`config.mk`:
```
export PLATFORM = sky130hd
export DESIGN_NAME = lscs_ctrl
export DESIGN_NICKNAME = d
export VERILOG_FILES = /design/src/rtl/core/lscs_pkg.sv /design/src/rtl/core/lscs_ctrl.sv
export SDC_FILE = /design/constraint.sdc
export NUM_CORES = 1
export LEC_CHECK = 0
export BUFFER_PORTS_ARGS = -buffer_cell sky130_fd_sc_hd__clkbuf_2
export CAP_MARGIN = 20
export CORE_AREA = 5 5 42 44
export CTS_BUF_LIST = sky130_fd_sc_hd__clkbuf_8
export DETAILED_ROUTE_END_ITERATION = 6
export DIE_AREA = 0 0 47 49
export PLACE_DENSITY = 0.4
export SETUP_SLACK_MARGIN = 0.05
export SYNTH_ARGS = -nofsm -noshare
export SYNTH_HDL_FRONTEND = slang
export SYNTH_SLANG_ARGS = --single-unit
```
`constraint.sdc`:
```
create_clock -name clk -period 1.3 [get_ports clk]
set_input_delay 0.195 -clock clk [delete_from_list [all_inputs] [get_ports clk]]
set_output_delay 0.195 -clock clk [all_outputs]
set_load 0.01 [all_outputs]
```
`src/rtl/core/lscs_pkg.sv`:
```
`timescale 1ns / 1ps
package lscs_pkg;

  // Geometry
  localparam int MAX_SET_BITS = 6;
  localparam int MAX_WAYS     = 4;
  localparam int NUM_SETS     = 1 << MAX_SET_BITS;
  localparam int SET_W        = (MAX_SET_BITS > 0) ? MAX_SET_BITS : 1;
  localparam int WAY_W        = (MAX_WAYS > 1) ? $clog2(MAX_WAYS) : 1;
  localparam int FILL_W       = $clog2(MAX_WAYS + 1);

  // Field widths
  localparam int CMD_W      = 2;
  localparam int ADDR_W     = 32;
  localparam int TAG_W      = 32;
  localparam int AGE_W      = 2;
  localparam int CNT_W      = 32;
  localparam int OUTCOME_W  = 2;
  localparam int SBITS_W    = 3;
  localparam int OBITS_W    = 5;
  localparam int WAYS_W     = 3;
  localparam int CFG_IDX_W  = 2;
  localparam int CFG_DATA_W = 5;

  localparam logic [AGE_W-1:0] AGE_OLDEST = '1;

  // Command codes; the unused code behaves as a load
  localparam logic [CMD_W-1:0] CMD_LOAD   = 2'd0;
  localparam logic [CMD_W-1:0] CMD_STORE  = 2'd1;
  localparam logic [CMD_W-1:0] CMD_MODIFY = 2'd2;

  // Configuration register indexes
  localparam logic [CFG_IDX_W-1:0] CFG_SET_BITS = 2'd0;
  localparam logic [CFG_IDX_W-1:0] CFG_OFF_BITS = 2'd1;
  localparam logic [CFG_IDX_W-1:0] CFG_WAYS     = 2'd2;

  typedef enum logic [OUTCOME_W-1:0] {
    OC_HIT   = 2'd0,
    OC_FILL  = 2'd1,
    OC_EVICT = 2'd2
  } outcome_t;

  typedef logic [MAX_WAYS-1:0][TAG_W-1:0] tag_row_t;
  typedef logic [MAX_WAYS-1:0][AGE_W-1:0] age_row_t;
  typedef logic [MAX_WAYS-1:0]            valid_row_t;

  // Controller -> datapath commands
  typedef struct packed {
    logic capture;  // latch set index and tag of a new item
    logic look;     // read the set's tag and age rows
    logic commit;   // resolve the access and write the set back
  } dp_cmd_t;

endpackage

```
`src/rtl/core/lscs_ctrl.sv`:
```
`timescale 1ns / 1ps
module lscs_ctrl
  import lscs_pkg::*;
(
  input  logic             clk,
  input  logic             rst,
  input  logic             in_valid,
  input  logic [CMD_W-1:0] cmd,
  input  logic             out_stall,
  output logic             in_stall,
  output logic             out_valid,
  output logic             last,
  output dp_cmd_t          dp_cmd
);

  typedef enum logic [1:0] {
    ST_IDLE,
    ST_READ,
    ST_UPDATE
  } state_t;

  state_t state;
  logic   mod_pend;  // first pass of a modify in flight
  logic   out_free;

  assign in_stall = rst || (state != ST_IDLE);
  assign out_free = !out_valid || !out_stall;

  always_comb begin
    dp_cmd.capture = in_valid && !in_stall;
    dp_cmd.look    = (state == ST_READ);
    dp_cmd.commit  = (state == ST_UPDATE) && out_free;
  end

  always_ff @(posedge clk) begin
    if (rst) begin
      state     <= ST_IDLE;
      mod_pend  <= 1'b0;
      out_valid <= 1'b0;
      last      <= 1'b0;
    end else begin
      if (dp_cmd.commit) begin
        out_valid <= 1'b1;
      end else if (!out_stall) begin
        out_valid <= 1'b0;
      end
      unique case (state)
        ST_IDLE: begin
          if (dp_cmd.capture) begin
            mod_pend <= (cmd == CMD_MODIFY);
            state    <= ST_READ;
          end
        end
        ST_READ: begin
          state <= ST_UPDATE;
        end
        ST_UPDATE: begin
          if (dp_cmd.commit) begin
            last     <= !mod_pend;
            mod_pend <= 1'b0;
            state    <= mod_pend ? ST_READ : ST_IDLE;
          end
        end
        default: state <= ST_IDLE;
      endcase
    end
  end

endmodule

```
==> results of run 1 <==
sequential cells by signal, indices dropped and copies added (netlist names):
signal     flops
state          2
last           1
mod_pend       1
out_valid      1
worst max-delay path, delay by kind of cell, from the launching register on:
family,cells,cell delay (ns)
buffers and inverters,1,0.12
DFF,1,0.37
and+or+nand+nor,2,0.34
placed cells by master (no fill, tap or decap):
cell,count
dfxtp_1,3
clkbuf_2,10
inv_1,2
nand2b_1,1
o21ai_0,1
and2b_1,2
nand2b_4,1
buf_4,3
nor3_4,1
a211oi_2,1
nor3_1,1
nand2_1,1
a21oi_2,1
nor2_1,2
and2b_2,1
dfxtp_4,1
clkbuf_8,3
a21oi_1,2
dfxtp_2,1
and2_1,1
nand4b_1,1
a311oi_1,1
a31oi_1,2
buf_2,1
metrics by stage:
step	utilization (%)	std cells	instance area, sq um	setup TNS [ns]
after global routing	28.57	60	400.4	-0.005435
after floorplan	-	26	230.2	0
after detailed placement	22.32	54	312.8	0
after global placement	22.32	54	312.8	0
final	28.57	60	400.4	0
after CTS	26.25	58	367.9	0
worst max-delay path by stage:
stage,end,slack (ns),cells after the start
finish,dp_cmd[2],0.06,3
global route,dp_cmd[2],-0.005,3
CTS,dp_cmd[0],0.03,3
detailed placement,dp_cmd[2],0.15,3
global placement,dp_cmd[0],0.18,3
floorplan,last,0.31,3
routing by layer:
metal,vias up,share of wire [%],track usage (%)
met2,16,36,6.787
met3,0,13,4.059
met5,-,0,0
li1,131,-,-
met4,0,0,6.912
met1,116,51,9.051
power breakdown:
part	internal, uW	total [uW]	switching, uW
registers	161	172	11.4
clock network	203	282	79.1
logic	36.7	67.3	30.6
total	400	522	121
logic make-up after synthesis:
logic type	count (synthesis)	synth area share, %
flops	5	43.48
buf+inv	1	1.629
compound gates	8	23.36
simple gates	12	31.52
Yosys cell counts, drive strengths merged:
cell type and number:
a211oi 1, nand2 1, nor2 2, dfxtp 5, and2 1, a311oi 1, nand2b 2, inv 1
and2b 3, o21ai 1, nor3 2, a31oi 2, nand4b 1, a21oi 3
what timing repair did:
action                     CTS  global route
setup buffers                0             2
setup endpoints to repair    3             2
hold endpoints to repair     0             0
pin swaps                    1             2
resized for setup            3             5
final cells by class:
cell class	instances	area [sq um]	share of cell area, %
repair buffers	14	77.57	19.37
flip-flops and latches	5	105.1	26.25
multi-input cells	20	148.9	37.19
clock inverters	1	3.754	0.9375
clock buffers	3	41.29	10.31
inverters	1	3.754	0.9375
well taps	16	20.02	5.000
==> results.txt, run 1 <==
----------------------------------------------------
[Placement]
  Final weighted congestion of routability-driven global placement ... 0.7013
  Count of buffers from port buffering ... 11
  HPWL after detailed placement ... 478.6 um
  Minimum setup slack after placement ... 0.1520 ns

[Hold path]
  Number of cells on the worst hold path ... 3
  Worst hold path startpoint ... cmd[1]
  Path category of the worst min-delay check ... in -> reg
  WHS Endpoint ... mod_pend

[Global route]
  Number of antenna violations at the first check in global routing ... 0
  Largest net degree at the start of global routing ... 9
  Global-route wire length before repair ... 1048 um
  Vias in the first global route ... 261
  Aggregate global routing overflow ... 0
  Global routing usage summed across all routing layers ... 6.841%

[Setup path]
  Endpoint type of the worst setup path ... output port
  Worst reg-to-reg setup slack ... 0.32 ns
  Maximum cell stage delay along the critical path ... 0.37 ns
  Reg-to-Reg Start ... state[0]
  Required time of the critical path ... 1.11 ns
  Startpoint of the most critical setup path ... state[1]
  Arrival time worst endpoint ... 1.05 ns
  CP max-delay cell ... dfxtp_4
  Startpoint types ... flip-flop
  Cell-by-cell listing of the critical path ... nor3_4 > and2_1 > buf_2
  Type of the worst setup path ... reg -> out
  Crit Reg-Reg Endpoint ... last
  R2r worst-path depth ... 4
  Worst-path maximum fanout ... 8

[Finish]
  Antenna cells ... 0
  Final layout net count ... 51
  Area growth syn-to-layout ... 73.91%
  Layout cells sized above 1 ... 54.55%
  Number of fillers in the final layout ... 159

[Yosys]
  Net Count, Synth ... 32
  Average cell area after synthesis ... 8.855 sq um
  Area share of the largest cell type after synthesis ... 43.48%
  Ranking of synthesized cells by area ... dfxtp_1 (43%), a21oi_1 (6.5%), and2b_1 (6.5%)
  Syn Std Cell Area ... 230.2 sq um
  Synth cell types ... 15
  Number of storage elements in the synthesis netlist ... 5
  Top cell type by total area after synthesis ... dfxtp_1
  Share of synthesized area occupied by flip-flops and latches ... 43.48%
  Yosys warning total ... 0
  Post-Synthesis Cells ... 26

[Clock network]
  TritonCTS clock tree ... yes
  Number of buffers on the longest clock path ... 2
  Worst-path clk slew ... 0.04 ns
  Number of hold buffers added after CTS ... 0
  CTS buffer count ... 3
  Clock tree root buffer cell ... clkbuf_8
  Level count of the clock H-tree ... 1
  Clock Latency Late Sink ... 0.22 ns
  CTS sink count ... 5

[Drt]
  Iteration-0 DRC Markers ... 2
  Detailed-route DRC error count ... 0
  Post-DRT Antenna Nets ... 0
  Post-detailed-route via-to-cell ratio ... 4.383
  Final wirelength ... 671 um
  Mean routed wirelength per cell ... 11.18 um
  Total number of vias ... 263
  DR pass1 iterations ... 4

[Timing]
  Fin worst setup slack ... 0.05619 ns
  Relative slew slack ... 87.56%
  Setup repair after global routing missed its margin ... yes
  Setup-violating endpoint count in the final report ... 0
  Achievable Freq ... 804.0 MHz
  Worst-Margin Slew ... 0.1854 ns
  Final worst hold slack ... 0.2414 ns
  Post-route clock skew ... 0.003903 ns
  Fraction of the cycle the final worst path needs ... 95.68%
  Number of max-slew violations in the final report ... 0
  Final worst path period need ... 1.244 ns
  Hold Vio Cnt, Final ... 0

[Power]
  Worst IR drop on VDD ... 0.5031 mV
  Leak pwr ... 0.0001808 uW
  Power density normalized to cell area ... 1303 nW/um^2
  Post-layout total power ... 521.5 uW

[Floorplanning]
  Area of the die ... 2303 sq um
  Die span in y ... 49 um
  Placement Rows ... 14
  Boundary pin count ... 12
  Effective utilization at floorplan ... 16.43%
  Core area ... 1401 sq um
  Die X ... 47 um

[Run]
  # Max-Cap Violations ... 0

[Outcome]
  Run status ... finished, final reports clean

----------------------------------------------------
Power figures use the tool's default switching activity.
==> inputs of run 2 (changes only) <==
--- a/config.mk
+++ b/config.mk
@@ -12,7 +12,7 @@
 export DETAILED_ROUTE_END_ITERATION = 6
 export DIE_AREA = 0 0 47 49
 export PLACE_DENSITY = 0.4
-export SETUP_SLACK_MARGIN = 0.05
+export SETUP_SLACK_MARGIN = 0.1
 export SYNTH_ARGS = -nofsm -noshare
 export SYNTH_HDL_FRONTEND = slang
 export SYNTH_SLANG_ARGS = --single-unit
==> run 2 against run 1 <==
Effect of this change: total power grew 1.7%; core utilization grew 2.2 points; hold slack lost 0.0086 ns; combinational power grew 12%; count of clock-buffer cells in the layout is the same; sequential cell count is the same; global-route usage grew 1.3 points; cell count grew 3.3%; register-to-register slack lost 0.11 ns; routed wire length grew 7.7%.
==> results.txt, run 2 (synthesis gave the netlist of run 1 again) <==
----------------------------------------------------
[Outcome]
  Run status ... finished, final reports clean

[Timing]
  Number of max-slew violations in the final report ... 0
  Post-route clock skew ... 0.003523 ns
  Setup repair after global routing missed its margin ... yes
  Fraction of the cycle the final worst path needs ... 93.19%
  Aggregate negative setup slack ... 0 ns
  Final worst path period need ... 1.211 ns
  Hold Vio Cnt, Final ... 0
  Relative slew slack ... 83.90%
  Setup-violating endpoint count in the final report ... 0
  Achievable Freq ... 825.5 MHz
  Worst-Margin Slew ... 0.2412 ns

[Floorplanning]
  Area of the die ... 2303 sq um
  Effective utilization at floorplan ... 16.43%
  Core area ... 1401 sq um
  Placement Rows ... 14
  Die X ... 47 um
  Boundary pin count ... 12
  Die span in y ... 49 um

[Placement]
  HPWL after detailed placement ... 478.6 um
  Final weighted congestion of routability-driven global placement ... 0.7013
  Placed Instance Area ... 312.8 sq um
  Placed Cells incl. Taps ... 54
  Count of buffers from port buffering ... 11

[Clock network]
  CTS sink count ... 5
  Clock tree root buffer cell ... clkbuf_8
  Level count of the clock H-tree ... 1
  CTS buffer count ... 3
  Clock Latency Late Sink ... 0.22 ns
  Number of buffers on the longest clock path ... 2
  Worst-path clk slew ... 0.04 ns
  Number of hold buffers added after CTS ... 0
  TritonCTS clock tree ... yes

[Global route]
  Largest net degree at the start of global routing ... 7
  Number of antenna violations at the first check in global routing ... 0
  Global-route wire length before repair ... 1248 um
  Global routing usage summed across all routing layers ... 8.116%
  Vias in the first global route ... 301
  Aggregate global routing overflow ... 0

[Power]
  Post-layout total power ... 530.4 uW
  Leak pwr ... 0.0001950 uW
  Power density normalized to cell area ... 1229 nW/um^2
  Worst IR drop on VDD ... 0.5109 mV

[Finish]
  Final layout net count ... 53
  Leading cell types in the layout, fill and taps excluded ... clkbuf_2 (9), buf_4 (5), clkbuf_8 (3), dfxtp_1 (3)
  Area growth syn-to-layout ... 87.50%
  Summed area of non-filler cells in the final layout ... 431.7 sq um
  Most common cell after layout, fill and taps aside ... clkbuf_2
  Area used by sequential logic in the layout ... 107.6 sq um
  Post-route non-filler standard cell count ... 62
  Antenna cells ... 0
  Area occupied by multi-input gates ... 156.4 sq um
  Flip-flop count of the largest register after layout ... 2
  Number of fillers in the final layout ... 154
  Layout cells sized above 1 ... 56.52%
  Top reg by flops ... state
  Fin util ... 30.80%

[Drt]
  Mean routed wirelength per cell ... 11.66 um
  DR pass1 iterations ... 2
  Total number of vias ... 275
  Final wirelength ... 723 um
  Post-DRT Antenna Nets ... 0
  Iteration-0 DRC Markers ... 3
  Detailed-route DRC error count ... 0
  Post-detailed-route via-to-cell ratio ... 4.435

[Setup path]
  Type of the worst setup path ... reg -> out
  Endpoint type of the worst setup path ... output port
  Worst-path maximum fanout ... 6
  Required time of the critical path ... 1.11 ns
  Startpoint types ... flip-flop
  Arrival time worst endpoint ... 1.02 ns

[Hold path]
  Path category of the worst min-delay check ... in -> reg

[Run]
  # Max-Cap Violations ... 0

----------------------------------------------------
## run 2: critical path, stage by stage, from the launching register on
cell and delay [ns]:
dfxtp_4 0.36, nor3_4 0.18, and2_1 0.14, buf_2 0.12
## run 2: final timing paths
| kind | startpoint | to | slack (ns) | cells past startpoint |
|---|---|---|---|---|
| worst min-delay path | cmd[1] | mod_pend | 0.23 | 3 |
| worst min register to register | state[0] | state[0] | 0.47 | 1 |
| worst max register to register | state[0] | last | 0.21 | 5 |
| worst max-delay path | state[0] | dp_cmd[2] | 0.09 | 3 |
## run 2: final cells by class
| class | instances | share of cell area (%) |
|---|---|---|
| multi-input cells | 20 | 36.23 |
| flip-flops and latches | 5 | 24.93 |
| repair buffers | 16 | 22.90 |
| clock buffers | 3 | 9.565 |
| well taps | 16 | 4.638 |
| clock inverters | 1 | 0.8696 |
| inverters | 1 | 0.8696 |
## run 2: per-stage QoR
step | worst slack [ns] | hold slack (ns)
after floorplan | 0.3092 | 0.2596
after global placement | 0.1813 | 0.4793
after detailed placement | 0.1520 | 0.4658
after CTS | 0.07190 | 0.2371
after global routing | 0.04010 | 0.2704
final | 0.08855 | 0.2328
## run 2: routing by layer
layer  share of wire (%)  GRT usage (%)  vias up
met1                  48          9.956      126
met4                 2.4          6.912        0
met5                   0              0        -
li1                    -              -      133
met2                  40          9.955       14
met3                 9.7          4.059        2
## run 2: what timing repair did
item                                    CTS  global route
endpoints found under the hold margin     0             0
endpoints found under the setup margin    3             2
setup buffers                             3             1
pin swaps                                 2             2
gates resized for setup                   9             3
## run 2: power breakdown
part           internal, uW  total [uW]  switching, uW
clock                   203         284           81.0
combinational          42.1        75.6           33.5
sequential              160         171           10.9
total                   405         530            125
==> inputs of run 3 (changes only) <==
--- a/config.mk
+++ b/config.mk
@@ -11,8 +11,9 @@
 export CTS_BUF_LIST = sky130_fd_sc_hd__clkbuf_8
 export DETAILED_ROUTE_END_ITERATION = 6
 export DIE_AREA = 0 0 47 49
-export PLACE_DENSITY = 0.4
+export PLACE_DENSITY = 0.37
 export SETUP_SLACK_MARGIN = 0.1
+export SKIP_LAST_GASP = 1
 export SYNTH_ARGS = -nofsm -noshare
 export SYNTH_HDL_FRONTEND = slang
 export SYNTH_SLANG_ARGS = --single-unit
==> run 3 against run 2 <==
Effect of this change: count of clock-buffer cells in the layout stayed put; sequential share of layout area grew 0.82 points; clock skew is 0.0030 ns lower; largest cell class unchanged; worst setup slack better by 0.0048 ns.
==> results.txt, run 3 (synthesis gave the netlist of run 1 again) <==
----------------------------------------------------
[Outcome]
  Run status ... finished, final reports clean

[Global route]
  Met2 Resource Use GR ... 8.371%
  Number of antenna violations at the first check in global routing ... 0
  Vias in the first global route ... 248
  Aggregate global routing overflow ... 0
  Global routing met1 resource utilization ... 7.285%
  Largest net degree at the start of global routing ... 7
  Busiest layer in global routing ... met2
  Global routing usage summed across all routing layers ... 6.911%
  Global-route wire length before repair ... 1014 um
  Met3 Track Usage GR ... 3.690%

[Floorplanning]
  Placement Rows ... 14
  Die span in y ... 49 um
  Effective utilization at floorplan ... 16.43%
  Boundary pin count ... 12
  Core area ... 1401 sq um
  Die X ... 47 um
  Area of the die ... 2303 sq um

[Finish]
  Antenna cells ... 0
  Summed area of non-filler cells in the final layout ... 417.9 sq um
  Final layout net count ... 52
  Post-route non-filler standard cell count ... 61
  Layout cells sized above 1 ... 55.56%
  Top reg by flops ... state
  Most common cell after layout, fill and taps aside ... clkbuf_2
  Flip-flop count of the largest register after layout ... 2
  Area growth syn-to-layout ... 81.52%
  Leading cell types in the layout, fill and taps excluded ... clkbuf_2 (9), buf_4 (4), clkbuf_8 (3), dfxtp_1 (3)

[Placement]
  Placed Cells incl. Taps ... 53
  HPWL after detailed placement ... 461.3 um
  Final weighted congestion of routability-driven global placement ... 0.7405
  Placed Instance Area ... 305.3 sq um
  Minimum setup slack after placement ... 0.1675 ns
  Count of buffers from port buffering ... 11

[Power]
  Leak pwr ... 0.0001891 uW
  Power density normalized to cell area ... 1253 nW/um^2
  Worst IR drop on VDD ... 0.5488 mV

[Clock network]
  Number of buffers on the longest clock path ... 2
  Worst-path clk slew ... 0.04 ns
  Clock tree root buffer cell ... clkbuf_8
  Number of hold buffers added after CTS ... 0
  Clock Latency Late Sink ... 0.22 ns
  TritonCTS clock tree ... yes
  Level count of the clock H-tree ... 1
  CTS buffer count ... 3
  CTS sink count ... 5

[Timing]
  Fraction of the cycle the final worst path needs ... 92.82%
  Number of max-slew violations in the final report ... 0
  Setup repair after global routing missed its margin ... yes
  Achievable Freq ... 828.7 MHz
  Fin worst setup slack ... 0.09330 ns
  Setup-violating endpoint count in the final report ... 0
  Post-route clock skew ... 0.0005074 ns
  Aggregate negative setup slack ... 0 ns
  Final worst path period need ... 1.207 ns
  Relative slew slack ... 85.88%
  Hold Vio Cnt, Final ... 0
  Worst-Margin Slew ... 0.2116 ns

[Drt]
  Post-DRT Antenna Nets ... 0
  Total number of vias ... 259
  DR pass1 iterations ... 4
  Detailed-route DRC error count ... 0
  Iteration-0 DRC Markers ... 2
  Final wirelength ... 683 um
  Mean routed wirelength per cell ... 11.20 um
  Post-detailed-route via-to-cell ratio ... 4.246

[Setup path]
  Maximum cell stage delay along the critical path ... 0.36 ns
  Endpoint type of the worst setup path ... output port
  Required time of the critical path ... 1.11 ns
  Worst-path maximum fanout ... 6
  CP max-delay cell ... dfxtp_4
  Arrival time worst endpoint ... 1.01 ns
  Startpoint types ... flip-flop
  Cell-by-cell listing of the critical path ... nor3_4 > and2_1 > buf_2
  Type of the worst setup path ... reg -> out

[Run]
  # Max-Cap Violations ... 0

[Hold path]
  Path category of the worst min-delay check ... in -> reg

----------------------------------------------------
run 3: routing by layer:
layer	wire length, um	vias up
li1	-	132
met1	309	115
met2	280	10
met3	78	2
met4	14	0
met5	0	-
run 3: stage by stage:
| stage | utilization (%) | hold WS (ns) | power (uW) |
|---|---|---|---|
| floorplan | - | 0.2596 | 199.4 |
| finish | 29.82 | 0.2483 | 523.4 |
| detailed placement | 21.79 | 0.4565 | 226.0 |
| global placement | 21.79 | 0.4610 | 226.2 |
| global route | 29.82 | 0.2591 | 548.4 |
| CTS | 28.57 | 0.2495 | 524.7 |
run 3: what timing repair did:
item,4_1_cts,5_1_grt
endpoints found under the setup margin,3,2
setup buffers,3,1
pin swaps,1,2
gates resized for setup,7,4
run 3: where the power goes:
| part | internal [uW] | switching [uW] |
|---|---|---|
| registers | 160 | 10.5 |
| clock network | 203 | 77.6 |
| logic | 40.3 | 32.4 |
run 3: final timing paths:
check | startpoint | end | slack (ns) | cells after the start
setup / recovery | state[0] | dp_cmd[2] | 0.09 | 3
hold / removal | cmd[1] | mod_pend | 0.25 | 3
setup reg to reg | state[1] | state[1] | 0.27 | 4
hold reg to reg | state[0] | state[0] | 0.48 | 1
run 3: critical path, delay by kind of cell, from the launching register on:
kind / cells / cell delay (ns)
flip-flops: 1 / 0.36
AND/OR/NAND/NOR: 2 / 0.32
buffers and inverters: 1 / 0.12
run 3: layout make-up:
type,instances,area [sq um]
Timing Repair Buffer,15,85.08
Clock inverter,1,3.754
Tap cell,16,20.02
Fill cell,162,983.4
Multi-Input combinational cell,20,156.4
Inverter,1,3.754
Clock buffer,3,41.29
Sequential cell,5,107.6
